`config.mk`:
```
export PLATFORM = sky130hd
export DESIGN_NAME = counting_semaphore_fifo_waiters
export DESIGN_NICKNAME = d
export VERILOG_FILES = /design/src/hw/rtl/csfw_pkg.sv /design/src/hw/rtl/csfw_cell.sv /design/src/hw/rtl/csfw_queue.sv /design/src/hw/rtl/counting_semaphore_fifo_waiters.sv
export SDC_FILE = /design/constraint.sdc
export NUM_CORES = 1
export LEC_CHECK = 0
export ABC_AREA = 0
export BUFFER_PORTS_ARGS = -buffer_cell sky130_fd_sc_hd__clkbuf_2
export CORE_MARGIN = 3
export CORE_UTILIZATION = 63
export CTS_CLUSTER_DIAMETER = 80
export DETAILED_ROUTE_END_ITERATION = 8
export GPL_TIMING_DRIVEN = 1
export PLACE_DENSITY = 0.84
export SYNTH_ARGS = -nofsm -noshare
export SYNTH_HDL_FRONTEND = slang
export SYNTH_SLANG_ARGS = --single-unit
```
`constraint.sdc`:
```
create_clock -name clk_i -period 5.6 [get_ports clk_i]
set_input_delay 1.12 -clock clk_i [delete_from_list [all_inputs] [get_ports clk_i]]
set_output_delay 1.12 -clock clk_i [all_outputs]
set_load 0.03 [all_outputs]
```
`src/hw/rtl/csfw_pkg.sv`:
```
// Shared types, codes and constants for the counting semaphore with waiter queue.
`default_nettype none
package csfw_pkg;

  // Default sizes handed to the top-level parameters.
  localparam int unsigned QUEUE_DEPTH_DEF = 16;
  localparam int unsigned ID_BITS_DEF     = 8;

  // Fixed field widths.
  localparam int unsigned CMD_W     = 2;
  localparam int unsigned STAT_W    = 3;
  localparam int unsigned CNT_W     = 16;
  localparam int unsigned MAX_W     = 15;
  localparam int unsigned CFG_IDX_W = 1;
  localparam int unsigned CFG_W     = 16;

  // Configuration register indexes.
  localparam logic [CFG_IDX_W-1:0] REG_INITIAL_COUNT = 1'd0;
  localparam logic [CFG_IDX_W-1:0] REG_MAX_COUNT     = 1'd1;

  typedef enum logic [CMD_W-1:0] {
    CMD_POST   = 2'd0,
    CMD_WAIT   = 2'd1,
    CMD_TRY    = 2'd2,
    CMD_CANCEL = 2'd3
  } cmd_e;

  typedef enum logic [STAT_W-1:0] {
    STAT_OK       = 3'd0,
    STAT_QUEUED   = 3'd1,
    STAT_NODATA   = 3'd2,
    STAT_ATMAX    = 3'd3,
    STAT_NEG      = 3'd4,
    STAT_NOTFOUND = 3'd5,
    STAT_FULL     = 3'd6
  } stat_e;

  // Control group broadcast to every cell of the waiter queue.
  typedef struct packed {
    logic clear;   // empty the whole queue
    logic sample;  // register each cell's compare against the incoming id
    logic pop;     // remove the head entry
    logic cancel;  // remove the oldest entry whose compare matched
    logic push;    // append the incoming id behind the last valid entry
  } qctl_t;

endpackage
`default_nettype wire

```
`src/hw/rtl/csfw_cell.sv`:
```
// One queue cell: holds a waiter id and its valid bit, shifts towards the head.
`default_nettype none
module csfw_cell
  import csfw_pkg::*;
#(
  parameter int unsigned ID_BITS = ID_BITS_DEF
) (
  input  wire logic               clk_i,
  input  wire logic               rst_ni,
  input  wire qctl_t              ctl_i,
  input  wire logic [ID_BITS-1:0] id_i,
  input  wire logic               prev_valid_i,
  input  wire logic [ID_BITS-1:0] next_slot_i,
  input  wire logic               next_valid_i,
  input  wire logic               kill_i,
  output logic                    kill_o,
  output logic [ID_BITS-1:0]      slot_o,
  output logic                    valid_o
);

  logic [ID_BITS-1:0] slot_q;
  logic               valid_q;
  logic               match_q;
  logic               shift;

  // The removal point ripples towards the tail: this cell and all later ones shift.
  assign kill_o = kill_i | (ctl_i.cancel & match_q);
  assign shift  = (ctl_i.pop | ctl_i.cancel) & kill_o;

  // Valid bit: cleared on clear, refilled from the neighbour on shift, set on push.
  always_ff @(posedge clk_i or negedge rst_ni) begin
    if (!rst_ni) begin
      valid_q <= 1'b0;
    end else if (ctl_i.clear) begin
      valid_q <= 1'b0;
    end else if (shift) begin
      valid_q <= next_valid_i;
    end else if (ctl_i.push && prev_valid_i && !valid_q) begin
      valid_q <= 1'b1;
    end
  end

  // Stored id and the registered compare used by cancel.
  always_ff @(posedge clk_i) begin
    if (shift) begin
      slot_q <= next_slot_i;
    end else if (ctl_i.push && prev_valid_i && !valid_q) begin
      slot_q <= id_i;
    end
    if (ctl_i.sample) begin
      match_q <= valid_q && (slot_q == id_i);
    end
  end

  assign slot_o  = slot_q;
  assign valid_o = valid_q;

endmodule
`default_nettype wire

```
`src/hw/rtl/csfw_queue.sv`:
```
// Waiter queue: a row of cells with the oldest entry in cell zero.
`default_nettype none
module csfw_queue
  import csfw_pkg::*;
#(
  parameter int unsigned QUEUE_DEPTH = QUEUE_DEPTH_DEF,
  parameter int unsigned ID_BITS     = ID_BITS_DEF
) (
  input  wire logic               clk_i,
  input  wire logic               rst_ni,
  input  wire qctl_t              ctl_i,
  input  wire logic [ID_BITS-1:0] id_i,
  output logic [ID_BITS-1:0]      head_id_o,
  output logic                    empty_o,
  output logic                    full_o,
  output logic                    found_o
);

  logic [ID_BITS-1:0] slot  [QUEUE_DEPTH];
  logic               valid [QUEUE_DEPTH];
  logic               kill  [QUEUE_DEPTH+1];

  // A pop removes from the head; a cancel starts the ripple at the first match.
  assign kill[0] = ctl_i.pop;

  for (genvar i = 0; i < QUEUE_DEPTH; i++) begin : g_cell
    logic               prev_valid;
    logic [ID_BITS-1:0] next_slot;
    logic               next_valid;

    if (i == 0) begin : g_first
      assign prev_valid = 1'b1;
    end else begin : g_mid
      assign prev_valid = valid[i-1];
    end

    if (i == QUEUE_DEPTH - 1) begin : g_last
      assign next_slot  = '0;
      assign next_valid = 1'b0;
    end else begin : g_inner
      assign next_slot  = slot[i+1];
      assign next_valid = valid[i+1];
    end

    csfw_cell #(
      .ID_BITS(ID_BITS)
    ) u_cell (
      .clk_i       (clk_i),
      .rst_ni      (rst_ni),
      .ctl_i       (ctl_i),
      .id_i        (id_i),
      .prev_valid_i(prev_valid),
      .next_slot_i (next_slot),
      .next_valid_i(next_valid),
      .kill_i      (kill[i]),
      .kill_o      (kill[i+1]),
      .slot_o      (slot[i]),
      .valid_o     (valid[i])
    );
  end

  assign head_id_o = slot[0];
  assign empty_o   = !valid[0];
  assign full_o    = valid[QUEUE_DEPTH-1];
  assign found_o   = kill[QUEUE_DEPTH];

endmodule
`default_nettype wire

```
`src/hw/rtl/counting_semaphore_fifo_waiters.sv`:
```
// Top level of the counting semaphore with a first-in first-out waiter queue.
// Usage: commands arrive as stream requests on s_axis (cmd and waiter id), and
// each request produces exactly one result on m_axis (status, woken waiter,
// count after the command). Configuration is a plain write port: index 0
// loads the count from initial_count and empties the queue, index 1 sets
// max_count. Write configuration only while no request is in flight.
// A request is latched on accept while each queue cell registers its id
// compare; in the update state that follows, the count and the cell row are
// updated, where a removal ripples from the matching cell to the tail in one
// pass, and the result is written to the output register, raising
// m_axis_tvalid. A new request is not taken until its predecessor has left
// the update state. The input is taken again while a result is still waiting
// in the output register; if the receiver stalls, the next request is held in
// the update state until the output register frees, and s_axis_tready stays low.
// Reset empties the queue, sets the count to 0 and max_count to 1.
`default_nettype none
module counting_semaphore_fifo_waiters
  import csfw_pkg::*;
#(
  parameter int unsigned QUEUE_DEPTH = QUEUE_DEPTH_DEF,
  parameter int unsigned ID_BITS     = ID_BITS_DEF,
  localparam int unsigned IN_W       = ((CMD_W + ID_BITS + 7) / 8) * 8,
  localparam int unsigned OUT_W      = ((STAT_W + 1 + ID_BITS + CNT_W + 7) / 8) * 8
) (
  input  wire logic                 clk_i,
  input  wire logic                 rst_ni,
  input  wire logic                 s_axis_tvalid,
  output logic                      s_axis_tready,
  input  wire logic [IN_W-1:0]      s_axis_tdata,   // cmd, waiter_id, zero pad
  output logic                      m_axis_tvalid,
  input  wire logic                 m_axis_tready,
  output logic [OUT_W-1:0]          m_axis_tdata,   // status, woken_valid, woken_id,
                                                    // count_after, zero pad
  input  wire logic                 cfg_we_i,
  input  wire logic [CFG_IDX_W-1:0] cfg_idx_i,
  input  wire logic [CFG_W-1:0]     cfg_data_i
);

  localparam logic S_IDLE = 1'b0;
  localparam logic S_EXEC = 1'b1;

  logic                    state_q, state_d;
  cmd_e                    cmd_q;
  logic [ID_BITS-1:0]      id_q;
  logic signed [CNT_W-1:0] cnt_q, cnt_d;
  logic [MAX_W-1:0]        max_q;
  logic                    out_valid_q;
  logic [OUT_W-1:0]        out_data_q;

  logic                    accept;
  logic                    go;
  qctl_t                   qctl;
  logic [ID_BITS-1:0]      q_id;
  logic [ID_BITS-1:0]      head_id;
  logic                    q_empty;
  logic                    q_full;
  logic                    q_found;
  stat_e                   status;
  logic                    woken_valid;
  logic [ID_BITS-1:0]      woken_id;
  logic                    cnt_pos;
  logic                    cnt_neg;
  logic                    below_max;

  assign s_axis_tready = (state_q == S_IDLE);
  assign accept        = s_axis_tvalid && s_axis_tready;
  assign go            = (state_q == S_EXEC) && (!out_valid_q || m_axis_tready);

  assign cnt_pos   = (cnt_q > $signed(CNT_W'(0)));
  assign cnt_neg   = cnt_q[CNT_W-1];
  assign below_max = (cnt_q < $signed({1'b0, max_q}));

  // The cells compare against the incoming id on accept, and the latched id later.
  assign q_id = accept ? s_axis_tdata[CMD_W +: ID_BITS] : id_q;

  // Command decode: count update, queue control and the result fields.
  always_comb begin
    cnt_d       = cnt_q;
    status      = STAT_OK;
    woken_valid = 1'b0;
    woken_id    = '0;
    qctl        = '0;
    qctl.clear  = cfg_we_i && (cfg_idx_i == REG_INITIAL_COUNT);
    qctl.sample = accept;
    if (cfg_we_i && (cfg_idx_i == REG_INITIAL_COUNT)) begin
      cnt_d = $signed(cfg_data_i);
    end else if (go) begin
      case (cmd_q)
        CMD_POST: begin
          if (cnt_neg) begin
            status = STAT_NEG;
          end else if (!q_empty) begin
            woken_valid = 1'b1;
            woken_id    = head_id;
            qctl.pop    = 1'b1;
          end else if (below_max) begin
            cnt_d = cnt_q + CNT_W'(1);
          end else begin
            status = STAT_ATMAX;
          end
        end
        CMD_WAIT: begin
          if (cnt_pos) begin
            cnt_d = cnt_q - CNT_W'(1);
          end else if (q_full) begin
            status = STAT_FULL;
          end else begin
            qctl.push = 1'b1;
            status    = STAT_QUEUED;
          end
        end
        CMD_TRY: begin
          if (cnt_pos) begin
            cnt_d = cnt_q - CNT_W'(1);
          end else begin
            status = STAT_NODATA;
          end
        end
        CMD_CANCEL: begin
          qctl.cancel = 1'b1;
          status      = q_found ? STAT_OK : STAT_NOTFOUND;
        end
        default: begin
          status = STAT_OK;
        end
      endcase
    end
  end

  // Sequencing between the compare cycle and the update cycle.
  always_comb begin
    state_d = state_q;
    case (state_q)
      S_IDLE:  if (accept) state_d = S_EXEC;
      S_EXEC:  if (go) state_d = S_IDLE;
      default: state_d = S_IDLE;
    endcase
  end

  always_ff @(posedge clk_i or negedge rst_ni) begin
    if (!rst_ni) begin
      state_q     <= S_IDLE;
      cnt_q       <= '0;
      max_q       <= MAX_W'(1);
      out_valid_q <= 1'b0;
    end else begin
      state_q <= state_d;
      cnt_q   <= cnt_d;
      if (cfg_we_i && (cfg_idx_i == REG_MAX_COUNT)) begin
        max_q <= cfg_data_i[MAX_W-1:0];
      end
      if (go) begin
        out_valid_q <= 1'b1;
      end else if (m_axis_tready) begin
        out_valid_q <= 1'b0;
      end
    end
  end

  // Request payload and the output register.
  always_ff @(posedge clk_i) begin
    if (accept) begin
      cmd_q <= cmd_e'(s_axis_tdata[CMD_W-1:0]);
      id_q  <= s_axis_tdata[CMD_W +: ID_BITS];
    end
    if (go) begin
      out_data_q <= OUT_W'({cnt_d, woken_id, woken_valid, status});
    end
  end

  assign m_axis_tvalid = out_valid_q;
  assign m_axis_tdata  = out_data_q;

  csfw_queue #(
    .QUEUE_DEPTH(QUEUE_DEPTH),
    .ID_BITS    (ID_BITS)
  ) u_queue (
    .clk_i    (clk_i),
    .rst_ni   (rst_ni),
    .ctl_i    (qctl),
    .id_i     (q_id),
    .head_id_o(head_id),
    .empty_o  (q_empty),
    .full_o   (q_full),
    .found_o  (q_found)
  );

endmodule
`default_nettype wire
```
==> results.md <==
* Outcome: complete, no violations
* Area contributors post-synth: edfxtp_1 41%, dfrtp_1 9.8%, xor2_1 5.0%
* Peak supply drop at 0.322 mV
* Synth top cells by count: 166 x edfxtp_1, 122 x nor2_1, 97 x a21oi_1, 97 x nand2_1, 87 x o21ai_0
* Routed via count at 9402
* Worst-case clock buffer depth at 3
* Slew headroom at 0.144
* Antenna diode count at 0
* Worst Skew at 0.0238 ns
* Hold violation total from the final report at 0
* CP peak stage delay at ~1 ns
* I/O Buffers at 61
* Drt drc at 0
* Distinct cells, synth at 66
* Worst hold start: max_q[2]
* Slew @ Worst Pin at 1.27 ns
* Max-cap violations at 0
* Synth warn at 0
* IO Pins at 72
* Post-CTS sizing at 0
* Fraction of layout instances using a drive strength above 1 at 0.125
* CP Data Arrival Time at 4.64 ns
* Final nets at 1288
* Placed cell count at 1463
* Max Fclk at 222 MHz
* Critical Path RT at 5.73 ns
* Clock power share at 0.295
* Pin count of the biggest net entering global routing at 50
* Total CTS buffers at 24
* Hold buffers post-CTS at 0
* Leakage at around 0.0050 µW
* Drt via density at 6.24
* Detail Placement HPWL at 19.9 mm
* Synth top area share at 0.406
* CP delay by family, top: compound AO/OA/AOI/OAI gates
* Initial drt markers at 859
* Critical R2R Launch: cnt_q[0]
* Primary FF master, synth: edfxtp_1
* CP Capture Type: flip-flop
* Max Fanout on Critical Path at 12
* Total power at between 5000 and 6000 µW
* Crit share post-route at 0.806
* Final setup viols at 0
* CP Launch Point: cnt_q[0]
* Initial core utilization at 0.649
* Post-synth EDFFs at 166
* Min Tclk post-route at 4.51 ns
* CP dominant cell by count: inv_1
* Worst path buffer plus inverter count at 2
* Fin. max-slew vios at 0
* Metal3 WL at between 1.5 and 2 mm
* Startpoint types: flip-flop
* Gate Count Post-Synth at between 1000 and 1500
* Post-route insts no fill at between 1500 and 2000
* Power Dens Cells at between 300 and 400 mW/mm²
* Cell Area, Synth at 0.0123 mm²
* Die H at 146 µm
* Register area share after synthesis at 0.532
* Die area at 0.0212 mm²
* Synthesis-to-layout area growth at 11.1%
* Initial antenna violation count at 0
* Root Buffer: clkbuf_16
* Synth Area per Inst at ~10 µm²
* Metal-1 WL at 11.4 mm
* Htree depth at 1
* Top-count cell post-synth: edfxtp_1
* Drt wl/cell at 18.9 µm
* Reg2reg setup slack at 1.09 ns
* Internal at roughly 3600 µW
* Crit path kind: reg -> reg
* TritonCTS clock tree: done
* Psw at between 1500 and 2000 µW
* Clock Sinks at 231
* Die span in x at 146 µm
* Register share of total power at 0.443
* Setup tns final at 0 ns
* Routability cong. at roughly 0.95
* GRT overflow at 0
* Setup Buffers After CTS at 0
* CP Cell Sequence: inv_1, ha_1, or4b_1, o41a_1, nor4_4, inv_1, o31ai_1
* Final wirelength at 28.5 mm
* Core area at between 0.015 and 0.02 mm²
* WL met2 at about 14 mm
* Vias in the first global route at 9485
* Yosys reg bits at ~230
* DR top layer: met4
* First-pass GRT wire length at 47.4 mm
* All-layer global routing usage at 0.270
* Num rows at 50
* Leading area contributor after synthesis: edfxtp_1
* Drt first pass iters at 5
* Combinational power share at 0.262
* ANT nets after route at 0
* RSZ-0062 raised after global routing: false
* CTS clk-pin slew, worst paths at around 0.070 ns
* Clk_lat worst skew at between 0.5 and 0.6 ns
* Switching part of the total at 0.330
* Ys async rst share at 0.212
* Hold Crit Class: reg -> reg
* Slowest-stage cell, CP: o31ai_1
-- logic make-up after synthesis --
kind of cell               count (synthesis)  synth area share
AOI/OAI and AO/OA                        270             0.130
xor gates and xnor gates                 131            0.0935
adders and majority gates                 21            0.0214
buffers and inverters                    117            0.0399
DFF                                      231             0.532
muxes                                     31            0.0268
other                                      1          0.000306
and+or+nand+nor                          392             0.156
-- flip-flops by register name, indices dropped and copies added, names as in the netlist --
signal                         flops
cmd_q                              2
cnt_q                             16
id_q                               8
m_axis_tdata                      28
m_axis_tvalid                      1
max_q                             15
state_q                            1
u_queue.g_cell.u_cell.match_q     16
u_queue.g_cell.u_cell.slot_o     128
u_queue.g_cell.u_cell.valid_o     16
-- path summary, 6_finish.rpt --
| path | end | cells past startpoint |
|---|---|---|
| max in group asynchronous | u_queue.g_cell[2].u_cell.valid_o | 2 |
| min in group asynchronous | max_q[10] | 2 |
| hold / removal | max_q[2] | 1 |
| setup / recovery | u_queue.g_cell[9].u_cell.slot_o[3] | 7 |
| hold reg to reg | max_q[2] | 1 |
| setup reg to reg | u_queue.g_cell[9].u_cell.slot_o[3] | 7 |
-- metal layers --
metal / up-vias / GRT usage
li1: 4381 / -
met1: 4595 / 0.349
met2: 359 / 0.466
met3: 67 / 0.0480
met4: 0 / 0.0869
met5: - / 0
-- worst register-to-register path: cells and delay by family (launching register included) --
kind                     cells  cell delay [ns]
AO/OA/AOI/OAI                2             1.63
adder cells (fa/ha/maj)      1             0.22
buffers and inverters        2             0.52
flip-flops                   1             0.49
AND/OR/NAND/NOR              2             1.25
-- power groups by stage --
stage | combinational (µW) | clock, µW | sequential (µW)
floorplan | 986 | 0 | 2340
global placement | 1310 | 0 | 2370
detailed placement | 1370 | 0 | 2380
CTS | 1390 | 1590 | 2350
global route | 1530 | 1660 | 2380
finish | 1390 | 1570 | 2350
-- stage by stage --
step	worst slack [ns]	utilization	area (µm²)	hold WS, ns
finish	1.09	0.722	13600	0.507
global route	0.858	0.722	13600	0.534
CTS	1.14	0.722	13600	0.507
detailed placement	1.23	0.681	12900	0.493
global placement	1.35	0.681	12900	0.489
floorplan	1.58	-	12300	0.479
-- cells in the final DEF, fill, tap and decap left out, types with 21 or more instances in the layout --
cell type,n
nand2_1,97
clkbuf_16,27
o21ai_0,87
ha_1,21
nand4_1,27
nor3_1,24
nand3_1,21
dfrtp_1,48
buf_4,25
edfxtp_1,166
xor2_1,70
xnor2_1,61
clkbuf_2,61
a21oi_1,97
inv_1,37
nor2_1,122
nor4_1,30
-- layout make-up --
cell class	instances	area, µm²
timing repair buffer	86	493
fill	1326	5260
inverter	37	139
multi-input combinational	849	5370
clock buffer	37	743
clock inverter	7	35.0
tap	260	325
sequential	231	6530
No activity file was read; power rests on OpenSTA's default activity.
